===== config.mk =====
export PLATFORM = sky130hd
export DESIGN_NAME = dtw_ln_div
export DESIGN_NICKNAME = d
export VERILOG_FILES = /design/src/hw/rtl/dtw_ln_pkg.sv /design/src/hw/rtl/dtw_ln_div.sv
export SDC_FILE = /design/constraint.sdc
export NUM_CORES = 1
export LEC_CHECK = 0
export BUFFER_PORTS_ARGS = -buffer_cell sky130_fd_sc_hd__buf_2
export CORE_UTILIZATION = 30
export CTS_CLUSTER_DIAMETER = 100
export CTS_CLUSTER_SIZE = 20
export DETAILED_ROUTE_END_ITERATION = 8
export GPL_TIMING_DRIVEN = 0
export PLACE_DENSITY = 0.55
export SYNTH_ARGS = -nofsm -noshare
export SYNTH_HDL_FRONTEND = slang
export SYNTH_SLANG_ARGS = --single-unit

===== constraint.sdc =====
create_clock -name clk_i -period 3.6 [get_ports clk_i]
set_clock_uncertainty 0.15 [all_clocks]
set_input_delay 0.72 -clock clk_i [delete_from_list [all_inputs] [get_ports clk_i]]
set_output_delay 0.72 -clock clk_i [all_outputs]
set_load 0.005 [all_outputs]

===== src/hw/rtl/dtw_ln_pkg.sv =====
package dtw_ln_pkg;

  localparam int unsigned MaxRowsDef = 256;
  localparam int unsigned MaxColsDef = 1024;

  localparam int unsigned DistW     = 16;
  localparam int unsigned CostW     = 32;
  localparam int unsigned LenW      = 16;
  localparam int unsigned RowCountW = 9;
  localparam int unsigned ColCountW = 11;
  localparam int unsigned DiagStepW = 4;
  localparam int unsigned CfgAddrW  = 2;
  localparam int unsigned CfgDataW  = 11;

  localparam int unsigned InTdataW  = 16;
  localparam int unsigned DirLsb    = 0;
  localparam int unsigned CostLsb   = 2;
  localparam int unsigned LenLsb    = 34;
  localparam int unsigned NormLsb   = 50;
  localparam int unsigned OutPadW   = 6;
  localparam int unsigned OutTdataW = 88;

  localparam logic [CostW-1:0] CostInf = '1;
  localparam logic [LenW-1:0]  LenMax  = '1;
  localparam logic [LenW-1:0]  LenOne  = LenW'(1);

  localparam logic [RowCountW-1:0] RowCountRst = RowCountW'(1);
  localparam logic [ColCountW-1:0] ColCountRst = ColCountW'(1);
  localparam logic [DiagStepW-1:0] DiagStepRst = DiagStepW'(2);
  localparam logic                 TieModeRst  = 1'b1;

  typedef enum logic [1:0] {
    DIR_UP   = 2'd0,
    DIR_DIAG = 2'd1,
    DIR_LEFT = 2'd2
  } dir_e;

  typedef enum logic [CfgAddrW-1:0] {
    CFG_ROW_COUNT = 2'd0,
    CFG_COL_COUNT = 2'd1,
    CFG_DIAG_STEP = 2'd2,
    CFG_TIE_MODE  = 2'd3
  } cfg_idx_e;

  typedef struct packed {
    logic busy;
    logic done;
  } div_status_t;

endpackage


===== src/hw/rtl/dtw_ln_div.sv =====
module dtw_ln_div (
  input  logic                      clk_i,
  input  logic                      rst_ni,
  input  logic                      start_i,
  input  logic                      ack_i,
  input  logic [dtw_ln_pkg::CostW-1:0] dividend_i,
  input  logic [dtw_ln_pkg::LenW-1:0]  divisor_i,
  output dtw_ln_pkg::div_status_t   status_o,
  output logic [dtw_ln_pkg::CostW-1:0] quot_o
);
  import dtw_ln_pkg::*;

  localparam int unsigned StepW = $clog2(CostW);

  typedef enum logic [1:0] {
    DIV_IDLE,
    DIV_RUN,
    DIV_DONE
  } div_state_e;

  div_state_e       state_q;
  logic [StepW-1:0] cnt_q;
  logic [LenW-1:0]  rem_q;
  logic [LenW-1:0]  dsr_q;
  logic [CostW-1:0] quo_q;

  logic [LenW:0] shifted;
  logic [LenW:0] diff;
  logic          ge;

  always_comb begin
    shifted = {rem_q, quo_q[CostW-1]};
    ge      = shifted >= {1'b0, dsr_q};
    diff    = shifted - {1'b0, dsr_q};
  end

  always_ff @(posedge clk_i or negedge rst_ni) begin
    if (!rst_ni) begin
      state_q <= DIV_IDLE;
      cnt_q   <= '0;
    end else begin
      case (state_q)
        DIV_IDLE: begin
          if (start_i) begin
            quo_q   <= dividend_i;
            dsr_q   <= divisor_i;
            rem_q   <= '0;
            cnt_q   <= '0;
            state_q <= DIV_RUN;
          end
        end
        DIV_RUN: begin
          rem_q <= ge ? diff[LenW-1:0] : shifted[LenW-1:0];
          quo_q <= {quo_q[CostW-2:0], ge};
          cnt_q <= cnt_q + StepW'(1);
          if (cnt_q == StepW'(CostW - 1)) begin
            state_q <= DIV_DONE;
          end
        end
        DIV_DONE: begin
          if (ack_i) begin
            state_q <= DIV_IDLE;
          end
        end
        default: state_q <= DIV_IDLE;
      endcase
    end
  end

  assign status_o.busy = (state_q != DIV_IDLE);
  assign status_o.done = (state_q == DIV_DONE);
  assign quot_o        = quo_q;

endmodule


==> results.py <==
metrics = {
    "placed_design": {
        "hpwl_um": 6960,
        "place_congestion": 0.921,
        "port_buffers": 85,
    },
    "critical_path": {
        "cp_slowest_cell": "clkbuf_1",
        "setup.worst_path.end_class": "flip-flop",
        "cp_data_arrival_time_ns": 2.60,
        "r2r-end": "rem_q[4]",
        "cp.required_ns": 3.50,
        "cp_common_cell": "a21o_1",
        "max_stage_delay_ns": 0.51,
        "crit_chain": "ha_1 -> a21o_1 -> a211oi_1 -> clkbuf_1 -> a21o_1 -> a21oi_2",
        "r2r_slack_ns": 0.90,
        "start_kind": "flip-flop",
        "crit_fanout": 10,
        "reg2regPathDepth": 6,
        "r2r-start": "rem_q[13]",
        "path_class": "reg -> reg",
    },
    "yosys": {
        "synth_most_common_cell": "nand2_1",
        "synth.top_cell.area_share_pct": 48.4,
        "ys_seq_area_share_pct": 52.9,
        "synth-edff-count": 64,
        "async_reset_ff_share_pct": 9.86,
        "syn_area_um2": 3970,
        "synth_area_leaders": "edfxtp_1, nand2_1, ha_1, dfrtp_1, a21oi_1",
        "synth_cells": 384,
        "synth.distinct_cells": 58,
        "synth.avg_cell_area_um2": 10.3,
        "ys_ff_latch": 71,
        "yosys_most_used_dff": "edfxtp_1",
        "yosysWarnings": 0,
        "netlist_top_cells_count": "nand2_1, edfxtp_1, a21oi_1",
        "synth_fp_nets": 455,
        "synth_top_area_cell": "edfxtp_1",
    },
    "clock_tree": {
        "cts_tree": "done",
        "cts-resized-gates": 0,
        "clock_latency_ns": 0.33,
        "clk_pin_slew_worst_paths_ns": 0.06,
        "root_buffer": "clkbuf_16",
        "clock_path_buffers": 2,
        "cts_buffers": 9,
        "clock-sinks": 71,
        "hold_buffers": 0,
        "postCtsSetupBuffers": 0,
        "htreeDepth": 3,
    },
    "power": {
        "p_leak_nw": 2.15,
        "ir_drop_mv": 0.329,
        "design_power_total_mw": 4.50,
        "power.density_nw_per_um2": 910,
    },
    "floorplanning": {
        "die_w_um": 117,
        "ios": 86,
        "fp.dieH_um": 117,
        "dieArea_um2": 13700,
        "start_util_pct": 31.1,
        "row_count": 41,
        "core_um2": 12800,
    },
    "routing": {
        "dr.pass1.iters": 4,
        "vias_per_cell": 4.90,
        "drt-wirelength-per-cell_um": 14.7,
        "drc_errors": 0,
        "antenna_left": 0,
        "wirelength_um": 9710,
        "num_vias": 3226,
        "drt_iter0_markers": 139,
    },
    "flow_run": {
        "drv_cap": 0,
    },
    "timing": {
        "max_freq_mhz": 371,
        "maxSlewHeadroom_pct": 52.2,
        "finalCritPeriodShare_pct": 74.9,
        "tightest_slew_ns": 0.716,
        "fin_crit_ns": 2.70,
        "finalSetupViolations": 0,
        "rsz0062_at_grt": "false",
        "finalHoldViolCount": 0,
        "slew_viol_final": 0,
    },
    "grt": {
        "antenna_found_initial": 0,
        "busiest_layer": "met2",
        "grt_use_met1_pct": 19.7,
        "met3_usage_pct": 4.27,
        "grt_util_all_layers_pct": 15.2,
        "grt_use_met2_pct": 24.3,
        "grt_pass1_wl_um": 15900,
        "grt_pass1_vias": 3146,
        "grt-ovfl-total": 0,
        "grt_max_degree": 29,
    },
    "worst_hold_path": {
        "hp-class": "in -> async",
    },
    "final_layout": {
        "syn_to_final_growth_pct": 24.5,
        "n_antenna_cell": 0,
        "drive_gt1_share_pct": 26.3,
        "nets": 553,
        "final_core_util_pct": 38.7,
        "fill_cells": 1281,
    },
    "status": {
        "status": "complete, no violations",
    },
}
[where the power goes]
| part | switching, mW | internal [mW] | total (mW) |
|---|---|---|---|
| registers | 0.179 | 1.37 | 1.55 |
| clock network | 0.348 | 0.533 | 0.881 |
| logic | 1.19 | 0.872 | 2.07 |
| total | 1.72 | 2.77 | 4.50 |
[logic make-up (layout without fill, tap and decap cells)]
kind of cell | after synthesis | in the layout | share of synthesized area [%]
simple gates | 161 | 161 | 18.3
compound gates | 85 | 85 | 16.0
flops | 71 | 71 | 52.9
buf+inv | 37 | 140 | 4.13
fa+ha+maj | 19 | 19 | 6.18
xor+xnor | 8 | 8 | 1.77
mux | 3 | 3 | 0.788
[worst max-delay path, delay by kind of cell (launching register included)]
family	cells	cell delay, ns
AOI/OAI and AO/OA	4	0.93
buffers and inverters	1	0.51
adders and majority gates	1	0.41
DFF	1	0.40
[layer usage]
layer  routed length, µm  vias to the layer above
li1                    -                     1569
met1                4480                     1527
met2                4460                      118
met3                 634                       12
met4                 144                        0
met5                   0                        -
[stage by stage]
step	hold WS, ns	setup slack, ns	TNS [ns]	instance area (µm²)	std cells
after floorplan	0.274	0.0979	0	3970	384
after global placement	0.342	-1.25	-59.96	4610	641
after detailed placement	0.344	0.925	0	4650	643
after CTS	0.0656	0.915	0	4940	659
after global routing	0.0741	0.719	0	4940	659
final	0.0707	0.904	0	4940	659
[state kept, by name (all words and copies together), names as in the netlist]
signal	cells
cnt_q	5
dsr_q	16
quot_o	32
rem_q	16
state_q	2
[worst max path at each step]
stage                          from    endpoint
after CTS                 rem_q[13]    rem_q[4]
final                     rem_q[13]    rem_q[4]
after detailed placement  rem_q[13]    rem_q[4]
after floorplan             start_i   quot_o[0]
after global routing      rem_q[13]    rem_q[7]
after global placement      start_i  quot_o[27]
[layout by cell type, fill, tap and decap left out, types with 3 or more instances in the layout]
master     netlist  final
nand2_1        104    104
buf_2            2     87
edfxtp_1        64     64
a21oi_1         22     22
inv_1           21     21
ha_1            18     18
nand3_1         15     15
clkbuf_1        10     11
nor2_1          11      9
clkbuf_16        0      9
a21o_1           7      7
o22ai_1          7      7
dfrtp_1          7      7
nor2b_1          6      6
and3_1           5      5
o21ai_0          5      5
xor2_1           5      5
o21ai_1          5      5
a22o_1           5      5
buf_6            3      4
a211o_1          3      3
nand3b_1         3      3
xnor2_1          3      3
nor3_1           3      3
[final cells by class]
class,instances,area (µm²),share of cell area (%)
Sequential cell,71,2100,42.5
Timing Repair Buffer,87,457,9.25
Buffer,15,81.3,1.65
Multi-Input combinational cell,276,1720,34.8
Clock inverter,6,61.3,1.24
Inverter,22,82.6,1.67
Tap cell,172,215,4.36
Clock buffer,10,229,4.64
(Power assumes the default switching activity.)
